--- config.mk ---
export PLATFORM = sky130hd
export DESIGN_NAME = ack_retransmit_tracker_unit
export DESIGN_NICKNAME = d
export VERILOG_FILES = /design/src/art_pkg.sv /design/src/art_ram.sv /design/src/art_datapath.sv /design/src/art_ctrl.sv /design/src/ack_retransmit_tracker_unit.sv
export SDC_FILE = /design/constraint.sdc
export NUM_CORES = 1
export LEC_CHECK = 0
export CORE_MARGIN = 3
export CORE_UTILIZATION = 45
export CTS_BUF_LIST = sky130_fd_sc_hd__clkbuf_8
export CTS_CLUSTER_SIZE = 40
export DETAILED_ROUTE_END_ITERATION = 10
export DONT_BUFFER_PORTS = 1
export GPL_TIMING_DRIVEN = 0
export SLEW_MARGIN = 20
export SYNTH_ARGS = -nofsm -noshare
export SYNTH_HDL_FRONTEND = slang
export SYNTH_SLANG_ARGS = --single-unit
--- constraint.sdc ---
create_clock -name clk -period 11.2 [get_ports clk]
set_input_delay 0.56 -clock clk [delete_from_list [all_inputs] [get_ports clk]]
set_output_delay 0.56 -clock clk [all_outputs]
set_load 0.02 [all_outputs]
--- src/art_pkg.sv ---
`timescale 1ns / 1ps
// ----------------------------------------------------------------------------
// art_pkg
// Shared codes, the table entry layout and the controller/datapath links.
// ----------------------------------------------------------------------------
package art_pkg;

  // input command codes
  localparam logic [1:0] CMD_OUTGOING = 2'd0;
  localparam logic [1:0] CMD_INCOMING = 2'd1;
  localparam logic [1:0] CMD_SCAN     = 2'd2;

  // result action codes
  localparam logic [1:0] ACT_SEND_ACK = 2'd0;
  localparam logic [1:0] ACT_RESEND   = 2'd1;
  localparam logic [1:0] ACT_DROP     = 2'd2;

  localparam logic [15:0] TIMEOUT_RESET = 16'd3500;

  typedef struct packed {
    logic [15:0] seq;
    logic [7:0]  handle;
    logic [31:0] stamp;
  } entry_t;

  localparam int ENTRY_W = $bits(entry_t);

  // controller -> datapath
  typedef struct packed {
    logic       capture;
    logic       idx_clear;
    logic       idx_inc;
    logic       rd_next;
    logic       wr_append;
    logic       wr_shift;
    logic       wr_time;
    logic       cnt_inc;
    logic       cnt_dec;
    logic       hold_load;
    logic       hold_clear;
    logic       push_hold;
    logic       push_last;
    logic       push_direct;
    logic [1:0] direct_action;
  } ctrl_cmd_t;

  // datapath -> controller
  typedef struct packed {
    logic [1:0] cmd;
    logic       is_ack;
    logic       full;
    logic       idx_at_end;
    logic       idx_last;
    logic       seq_match;
    logic       due;
    logic       hold_valid;
    logic       out_free;
  } ctrl_status_t;

endpackage

--- src/art_ram.sv ---
`timescale 1ns / 1ps
// ----------------------------------------------------------------------------
// art_ram
// Generic simple dual-port RAM, one write and one registered read port.
// ----------------------------------------------------------------------------
module art_ram #(
  parameter int WIDTH = 8,
  parameter int DEPTH = 16
) (
  input  logic                     clk,
  input  logic                     wr_en,
  input  logic [$clog2(DEPTH)-1:0] wr_addr,
  input  logic [WIDTH-1:0]         wr_data,
  input  logic [$clog2(DEPTH)-1:0] rd_addr,
  output logic [WIDTH-1:0]         rd_data
);

  logic [WIDTH-1:0] mem [DEPTH];

  always_ff @(posedge clk) begin
    if (wr_en) begin
      mem[wr_addr] <= wr_data;
    end
    rd_data <= mem[rd_addr];
  end

endmodule

--- src/art_datapath.sv ---
`timescale 1ns / 1ps
// ----------------------------------------------------------------------------
// art_datapath
// Request registers, table RAM, walk index, entry count, hold and output stage.
// ----------------------------------------------------------------------------
module art_datapath #(
  parameter int TABLE_DEPTH = 16
) (
  input  logic                 clk,
  input  logic                 rst,
  input  art_pkg::ctrl_cmd_t   cmd,
  output art_pkg::ctrl_status_t status,
  input  logic [2:0]           s_tuser,
  input  logic [55:0]          s_tdata,
  input  logic                 cfg_valid,
  input  logic [15:0]          cfg_data,
  output logic                 m_tvalid,
  input  logic                 m_tready,
  output logic [23:0]          m_tdata,
  output logic [1:0]           m_tuser,
  output logic                 m_tlast
);
  import art_pkg::*;

  localparam int IW = $clog2(TABLE_DEPTH);
  localparam int CW = $clog2(TABLE_DEPTH + 1);

  logic [1:0]  req_cmd;
  logic        req_ack;
  logic [15:0] req_seq;
  logic [7:0]  req_ref;
  logic [31:0] req_now;
  logic [15:0] timeout;

  logic [CW-1:0] idx;
  logic [CW-1:0] idx_p1;
  logic [CW-1:0] count;

  logic          wr_en;
  logic [IW-1:0] wr_addr;
  entry_t        wr_data;
  logic [IW-1:0] rd_addr;
  entry_t        rd_data;
  logic [31:0]   age;

  logic        hold_valid;
  logic [15:0] hold_seq;
  logic [7:0]  hold_ref;

  logic        out_valid;
  logic [1:0]  out_action;
  logic [15:0] out_seq;
  logic [7:0]  out_ref;
  logic        out_last;
  logic        out_free;

  assign idx_p1   = idx + CW'(1);
  assign out_free = !out_valid || m_tready;
  assign age      = req_now - rd_data.stamp;

  always_comb begin
    rd_addr = cmd.rd_next ? idx_p1[IW-1:0] : idx[IW-1:0];
    wr_en   = cmd.wr_append || cmd.wr_shift || cmd.wr_time;
    wr_addr = idx[IW-1:0];
    wr_data = rd_data;
    if (cmd.wr_append) begin
      wr_addr = count[IW-1:0];
      wr_data = '{seq: req_seq, handle: req_ref, stamp: req_now};
    end else if (cmd.wr_time) begin
      wr_data.stamp = req_now;
    end
  end

  art_ram #(
    .WIDTH(ENTRY_W),
    .DEPTH(TABLE_DEPTH)
  ) u_table (
    .clk    (clk),
    .wr_en  (wr_en),
    .wr_addr(wr_addr),
    .wr_data(wr_data),
    .rd_addr(rd_addr),
    .rd_data(rd_data)
  );

  // capture the request and keep the timeout
  always_ff @(posedge clk) begin
    if (cmd.capture) begin
      req_cmd <= s_tuser[1:0];
      req_ack <= s_tuser[2];
      req_seq <= s_tdata[15:0];
      req_ref <= s_tdata[23:16];
      req_now <= s_tdata[55:24];
    end
    if (rst) begin
      timeout <= TIMEOUT_RESET;
    end else if (cfg_valid) begin
      timeout <= cfg_data;
    end
  end

  // walk index and fill count
  always_ff @(posedge clk) begin
    if (rst) begin
      idx   <= '0;
      count <= '0;
    end else begin
      if (cmd.idx_clear) begin
        idx <= '0;
      end else if (cmd.idx_inc) begin
        idx <= idx_p1;
      end
      if (cmd.cnt_inc) begin
        count <= count + CW'(1);
      end else if (cmd.cnt_dec) begin
        count <= count - CW'(1);
      end
    end
  end

  // hold the latest due entry until the next one shows whether it is last
  always_ff @(posedge clk) begin
    if (rst) begin
      hold_valid <= 1'b0;
    end else if (cmd.hold_load) begin
      hold_valid <= 1'b1;
    end else if (cmd.hold_clear) begin
      hold_valid <= 1'b0;
    end
    if (cmd.hold_load) begin
      hold_seq <= rd_data.seq;
      hold_ref <= rd_data.handle;
    end
  end

  // output register
  always_ff @(posedge clk) begin
    if (rst) begin
      out_valid <= 1'b0;
    end else if (cmd.push_hold || cmd.push_direct) begin
      out_valid <= 1'b1;
    end else if (m_tready) begin
      out_valid <= 1'b0;
    end
    if (cmd.push_hold) begin
      out_action <= ACT_RESEND;
      out_seq    <= hold_seq;
      out_ref    <= hold_ref;
      out_last   <= cmd.push_last;
    end else if (cmd.push_direct) begin
      out_action <= cmd.direct_action;
      out_seq    <= req_seq;
      out_ref    <= req_ref;
      out_last   <= 1'b1;
    end
  end

  assign m_tvalid = out_valid;
  assign m_tdata  = {out_ref, out_seq};
  assign m_tuser  = out_action;
  assign m_tlast  = out_last;

  always_comb begin
    status.cmd        = req_cmd;
    status.is_ack     = req_ack;
    status.full       = (count == CW'(TABLE_DEPTH));
    status.idx_at_end = (idx == count);
    status.idx_last   = (idx_p1 == count);
    status.seq_match  = (rd_data.seq == req_seq);
    status.due        = (age > {16'd0, timeout});
    status.hold_valid = hold_valid;
    status.out_free   = out_free;
  end

endmodule

--- src/art_ctrl.sv ---
`timescale 1ns / 1ps
// ----------------------------------------------------------------------------
// art_ctrl
// Sequencer for append, ack search and close-up, and the resend scan.
// ----------------------------------------------------------------------------
module art_ctrl (
  input  logic                  clk,
  input  logic                  rst,
  input  logic                  s_tvalid,
  output logic                  s_tready,
  input  art_pkg::ctrl_status_t status,
  output art_pkg::ctrl_cmd_t    cmd
);
  import art_pkg::*;

  typedef enum logic [3:0] {
    ST_IDLE,
    ST_DISPATCH,
    ST_EMIT,
    ST_ACK_RD,
    ST_ACK_EV,
    ST_SHIFT_RD,
    ST_SHIFT_WR,
    ST_SCAN_RD,
    ST_SCAN_EV,
    ST_SCAN_FIN
  } state_t;

  state_t     state;
  state_t     state_next;
  logic [1:0] emit_action;
  logic [1:0] emit_action_next;

  assign s_tready = (state == ST_IDLE);

  always_comb begin
    cmd              = '0;
    state_next       = state;
    emit_action_next = emit_action;
    cmd.direct_action = emit_action;
    case (state)
      ST_IDLE: begin
        cmd.capture = s_tvalid;
        if (s_tvalid) begin
          state_next = ST_DISPATCH;
        end
      end
      ST_DISPATCH: begin
        state_next = ST_IDLE;
        case (status.cmd)
          CMD_OUTGOING: begin
            if (!status.is_ack) begin
              if (status.full) begin
                emit_action_next = ACT_DROP;
                state_next       = ST_EMIT;
              end else begin
                cmd.wr_append = 1'b1;
                cmd.cnt_inc   = 1'b1;
              end
            end
          end
          CMD_INCOMING: begin
            if (status.is_ack) begin
              cmd.idx_clear = 1'b1;
              state_next    = ST_ACK_RD;
            end else begin
              emit_action_next = ACT_SEND_ACK;
              state_next       = ST_EMIT;
            end
          end
          CMD_SCAN: begin
            cmd.idx_clear  = 1'b1;
            cmd.hold_clear = 1'b1;
            state_next     = ST_SCAN_RD;
          end
          default: begin
            state_next = ST_IDLE;
          end
        endcase
      end
      ST_EMIT: begin
        if (status.out_free) begin
          cmd.push_direct = 1'b1;
          state_next      = ST_IDLE;
        end
      end
      ST_ACK_RD: begin
        state_next = status.idx_at_end ? ST_IDLE : ST_ACK_EV;
      end
      ST_ACK_EV: begin
        if (status.seq_match) begin
          state_next = ST_SHIFT_RD;
        end else begin
          cmd.idx_inc = 1'b1;
          state_next  = ST_ACK_RD;
        end
      end
      ST_SHIFT_RD: begin
        if (status.idx_last) begin
          cmd.cnt_dec = 1'b1;
          state_next  = ST_IDLE;
        end else begin
          cmd.rd_next = 1'b1;
          state_next  = ST_SHIFT_WR;
        end
      end
      ST_SHIFT_WR: begin
        cmd.rd_next  = 1'b1;
        cmd.wr_shift = 1'b1;
        cmd.idx_inc  = 1'b1;
        state_next   = ST_SHIFT_RD;
      end
      ST_SCAN_RD: begin
        if (status.idx_at_end) begin
          state_next = status.hold_valid ? ST_SCAN_FIN : ST_IDLE;
        end else begin
          state_next = ST_SCAN_EV;
        end
      end
      ST_SCAN_EV: begin
        if (!status.due) begin
          cmd.idx_inc = 1'b1;
          state_next  = ST_SCAN_RD;
        end else if (!status.hold_valid || status.out_free) begin
          cmd.wr_time   = 1'b1;
          cmd.hold_load = 1'b1;
          cmd.push_hold = status.hold_valid;
          cmd.idx_inc   = 1'b1;
          state_next    = ST_SCAN_RD;
        end
      end
      ST_SCAN_FIN: begin
        if (status.out_free) begin
          cmd.push_hold  = 1'b1;
          cmd.push_last  = 1'b1;
          cmd.hold_clear = 1'b1;
          state_next     = ST_IDLE;
        end
      end
      default: begin
        state_next = ST_IDLE;
      end
    endcase
  end

  always_ff @(posedge clk) begin
    if (rst) begin
      state       <= ST_IDLE;
      emit_action <= ACT_SEND_ACK;
    end else begin
      state       <= state_next;
      emit_action <= emit_action_next;
    end
  end

endmodule

--- src/ack_retransmit_tracker_unit.sv ---
`timescale 1ns / 1ps
// ----------------------------------------------------------------------------
// ack_retransmit_tracker_unit
// Table of sent, unacknowledged packets with ack removal and timed resend.
// ----------------------------------------------------------------------------
// Usage:
//   Requests enter on the s_ stream: tuser carries the command and ack flag,
//   tdata the sequence, packet handle and current time. Results leave on the
//   m_ stream: tuser is the action, tdata the sequence and handle, tlast marks
//   the final result of a request. cfg_valid with cfg_data writes the resend
//   timeout; cfg_ready is always high.
//   Steps: every request is captured, then dispatched; append and ignored
//   requests end there, drop and send-ack results go out from an emit state.
//   Ack removal searches entry by entry, then closes up behind the match;
//   the resend scan visits every entry, then a final result waits in the hold.
//   Every entry visit is a RAM read then an evaluate cycle, since the table
//   RAM has a registered read port. One request is worked at a time.
//   Reset empties the table and loads the default timeout (3500 ms); no
//   clearing pass is needed. When the receiver stalls, the output register
//   holds its result and the sequencer waits at the next result to deliver;
//   a new request is still accepted while the last result waits.
// ----------------------------------------------------------------------------
module ack_retransmit_tracker_unit #(
  parameter int TABLE_DEPTH = 16
) (
  input  logic        clk,
  input  logic        rst,
  input  logic        s_tvalid,
  output logic        s_tready,
  input  logic [55:0] s_tdata,   // sequence_req[15:0], packet_ref[23:16], now_time[55:24]
  input  logic [2:0]  s_tuser,   // cmd[1:0], is_ack[2]
  output logic        m_tvalid,
  input  logic        m_tready,
  output logic [23:0] m_tdata,   // out_sequence[15:0], out_ref[23:16]
  output logic [1:0]  m_tuser,   // action[1:0]
  output logic        m_tlast,
  input  logic        cfg_valid,
  output logic        cfg_ready,
  input  logic [15:0] cfg_data   // resend_timeout[15:0]
);
  import art_pkg::*;

  ctrl_cmd_t    cmd;
  ctrl_status_t status;

  // timeout writes must land only while idle (the block does not enforce it); take them at once
  assign cfg_ready = 1'b1;

  art_ctrl u_ctrl (
    .clk     (clk),
    .rst     (rst),
    .s_tvalid(s_tvalid),
    .s_tready(s_tready),
    .status  (status),
    .cmd     (cmd)
  );

  art_datapath #(
    .TABLE_DEPTH(TABLE_DEPTH)
  ) u_datapath (
    .clk      (clk),
    .rst      (rst),
    .cmd      (cmd),
    .status   (status),
    .s_tuser  (s_tuser),
    .s_tdata  (s_tdata),
    .cfg_valid(cfg_valid),
    .cfg_data (cfg_data),
    .m_tvalid (m_tvalid),
    .m_tready (m_tready),
    .m_tdata  (m_tdata),
    .m_tuser  (m_tuser),
    .m_tlast  (m_tlast)
  );

endmodule

==> results summary <==
The run finished with clean final reports. The data arrival time at the worst-slack endpoint came out at 8.22 ns. The share of flip-flops with an asynchronous set or reset after synthesis came out at 0%. The final clock period utilization by the worst path came out at 68.8%. The relative area change from synthesis to final layout came out at 16.2%. The startpoint of the worst hold path is rst.

The worst setup path is captured at a register. The die area is about 0.10 mm². The first global-routing pass estimated 175 mm of wire. OpenSTA, run right after detailed placement, puts the worst setup slack at 3.47 ns. The total I/O pin count is 110. The static leakage power came out at roughly 0.018 µW. The residual DRC count is 0. The pin count of the biggest net entering global routing is 37. The total of max-cap violations is 0. The clock network latency to the later pin of the worst-skew pair came out at between 0.8 and 0.9 ns.

The unique cell type count in the Yosys netlist came out at approximately 80. The start point of the critical path is u_datapath.req_now[0]. The share of cells above drive strength 1 came out at 17.5%.

The category of the worst setup path launch point is a register. The count of flip-flops with a built-in enable after synthesis came out at 1004. The remaining global-route overflow came out at 0. Hold is met by 0.105 ns.

The count of nets left with antenna violations after detail routing came out at 0. The H-tree level count came out at 4. VDD sags by at most 0.117 mV.

Timing would allow up to 0.130 GHz. Setup repair after global routing left no endpoint under its margin. The quantity of I/O buffers inserted on ports came out at 0. Measured against its own limit, the worst slew margin works out to slightly above 20%. The worst path meets setup with roughly 3.5 ns of slack.

The actual transition at the worst max-transition pin came out at 1.19 ns. The post-synthesis instance total came out at 2978. The mean area per synthesized cell came out at 14.9 µm². TritonCTS built the clock tree. Before antenna repair, the detailed router went through 6 iterations. The HPWL after detailed placement is 81.6 mm. The total cell area at the placement stage is 0.0472 mm². The type of the most critical hold path is in2reg. The total vias in the final route is roughly 27000. At the end of the flow, the number of nets in the layout was between 3000 and 4000. The power density over the cells is 191 mW/mm². The count of final hold-check violations came out at 0. The routed wirelength normalized by instance count came out at 24.8 µm. The clock-pin slew of the registers on the worst-case setup and hold paths came out at 0.06 ns. Summed over all layers, the routed wires come to between 100 and 150 mm. The initial antenna violation count is 3.

The synthesized netlist occupies a cell area of 0.0443 mm². Global routing used 23.1% of the available tracks. At the end of routability-driven placement, the weighted congestion stood at 0.835.

The total clock buffers created by CTS is 177. The height of the die came out at 320 µm. The die boundary width came out at around 320 µm. The number of global-route vias before repair is approximately 28000. The total of flip-flops plus latches after synthesis came out at 1095. After routing the design area is 0.0515 mm². In the synthesized netlist the dominant register cell turns out to be edfxtp_1. The count of synthesis-stage warnings from yosys is 0. The number of pins exceeding their max-slew limit in the final report came out at 0. The sink count of the clock tree is around 1100.

The power after layout is 9820 µW. The startpoint identified for the worst register-to-register timing path is u_datapath.req_now[0]. The number of DRC markers after the initial detailed-route iteration is 3032. The clock skew is 0.0476 ns. The required time of the critical path is 11.71 ns. The highest fanout seen on the critical path is 8. The area of the core region is 0.0971 mm². The critical path class is reg2reg.

Setup violations remaining at the end of the flow were counted as 0. The number of nets produced by synthesis came out at 3116. The clock period could shrink to about 7.7 ns.

The sequential fraction of the synthesis area is 72.2%. The initialized floorplan defines 114 standard-cell rows. The tree is rooted in a clkbuf_8.

The final-layout setup total negative slack is 0 ns. The worst-case clock buffer depth came out at 3. Using the TritonRoute via totals, the vias-per-cell ratio works out to 5.75. The effective utilization at floorplan is 45.6%.
cell usage after synthesis (all sizes together), types with 35 or more instances:
library cell,count,share of area [%]
nand3,243,2.7
clkbuf,91,0.77
a21oi,167,1.9
mux2,82,2.1
nor2,69,0.58
dfxtp,91,4.1
ha,56,1.6
o22ai,57,0.81
nand2,513,4.4
edfxtp,1004,68
mux4,112,5.7
inv,63,0.53
xor2,35,0.69
nor3,86,0.98
buf,69,0.87
critical path, stage by stage, from the launching register on:
cell and delay (ns):
edfxtp_1 0.37, inv_1 0.18, ha_1 0.23, fa_1 0.22, nand2b_1 0.14, a21o_1 0.28
a21oi_1 0.17, o31ai_2 0.65, xnor2_1 0.28, ha_1 0.38, nand4_1 0.15, nor3_1 0.35
a21boi_0 0.35, o31a_1 0.36, a311oi_1 0.09, and4_1 0.16, and4_1 0.16, and4b_4 0.27
o31a_1 0.30, buf_6 0.17, and2_4 0.18, buf_6 0.14, nor3_2 0.61, buf_6 0.24
buf_4 0.23, buf_4 0.23, buf_4 0.22, buf_4 0.21
sequential cells by signal, indices dropped and copies added, names as in the netlist, 16 cells and up:
register and flops:
u_datapath.u_table.mem 896, u_datapath.u_table.rd_data 56, u_datapath.req_now 32, u_datapath.hold_seq 16
u_datapath.out_seq 16, u_datapath.req_seq 16, u_datapath.timeout 16
cells in the final DEF, fill, tap and decap left out, types with 10 or more instances in the layout:
cell type,instances
nand2_1,511
clkinv_1,24
mux2_2,79
ha_1,56
a21oi_1,166
buf_2,35
xnor2_1,22
a31oi_1,18
buf_6,22
o21ai_0,28
clkinv_2,19
xor2_1,35
nor3_2,10
a21o_1,14
mux4_2,112
clkbuf_1,90
nand3_1,243
nor4_1,10
mux2i_1,16
nor3_1,76
nor2_1,61
buf_12,11
clkbuf_8,191
dfxtp_1,91
inv_1,134
buf_16,14
o211ai_1,13
o22ai_1,57
buf_1,21
edfxtp_1,1004
buf_4,62
dlygate4sd3_1,76
report_power, final:
group,internal (µW),total [µW],switching [µW]
Clock,1800,3400,1600
Combinational,500,1510,1010
Sequential,4810,4920,110
Total,7100,9820,2720
worst paths after layout:
check	endpoint	slack [ns]	cells after the start
worst max-delay path	u_datapath.u_table.mem[12][21]	3.49	27
worst min-delay path	u_ctrl.state[3]	0.11	3
worst max register to register	u_datapath.u_table.mem[12][21]	3.49	27
worst min register to register	u_datapath.hold_ref[3]	0.40	0
stage by stage:
stage               cells  util [%]
CTS                  4757      53.0
detailed placement   4350      48.6
global route         4758      53.0
global placement     4254      47.2
finish               4758      53.0
floorplan            2978         -
metal layers:
| layer | up-vias | wire length, µm | track usage, % |
|---|---|---|---|
| met4 | 4 | 2700 | 7.18 |
| met3 | 204 | 9660 | 4.88 |
| met1 | 13900 | 50100 | 32.2 |
| met5 | - | 23 | 0 |
| met2 | 1218 | 55700 | 36.6 |
| li1 | 12000 | - | - |
repair_timing:
item | 4_1_cts | 5_1_grt
hold buffers | 76 | 0
setup buffers | 0 | 0
hold endpoints to repair | 76 | 0
gates resized for setup | 0 | 0
layout make-up:
class,count,area [µm²]
antenna,1,2.50
buffer,160,728
clock buffer,191,2630
clock inverter,140,900
fill,7812,45700
inverter,63,236
multi-input combinational,1660,11500
sequential,1095,32000
tap,1276,1600
timing repair buffer,172,1950
logic make-up after synthesis:
logic type,count (synthesis),share of synthesized area [%]
buffers and inverters,223,2.18
AO/OA/AOI/OAI,353,4.88
other,1,0.00847
adder cells (fa/ha/maj),58,1.67
XOR/XNOR,58,1.16
multiplexers,210,8.14
AND/OR/NAND/NOR,980,9.75
flip-flops,1095,72.2
(Power assumes the default switching activity.)
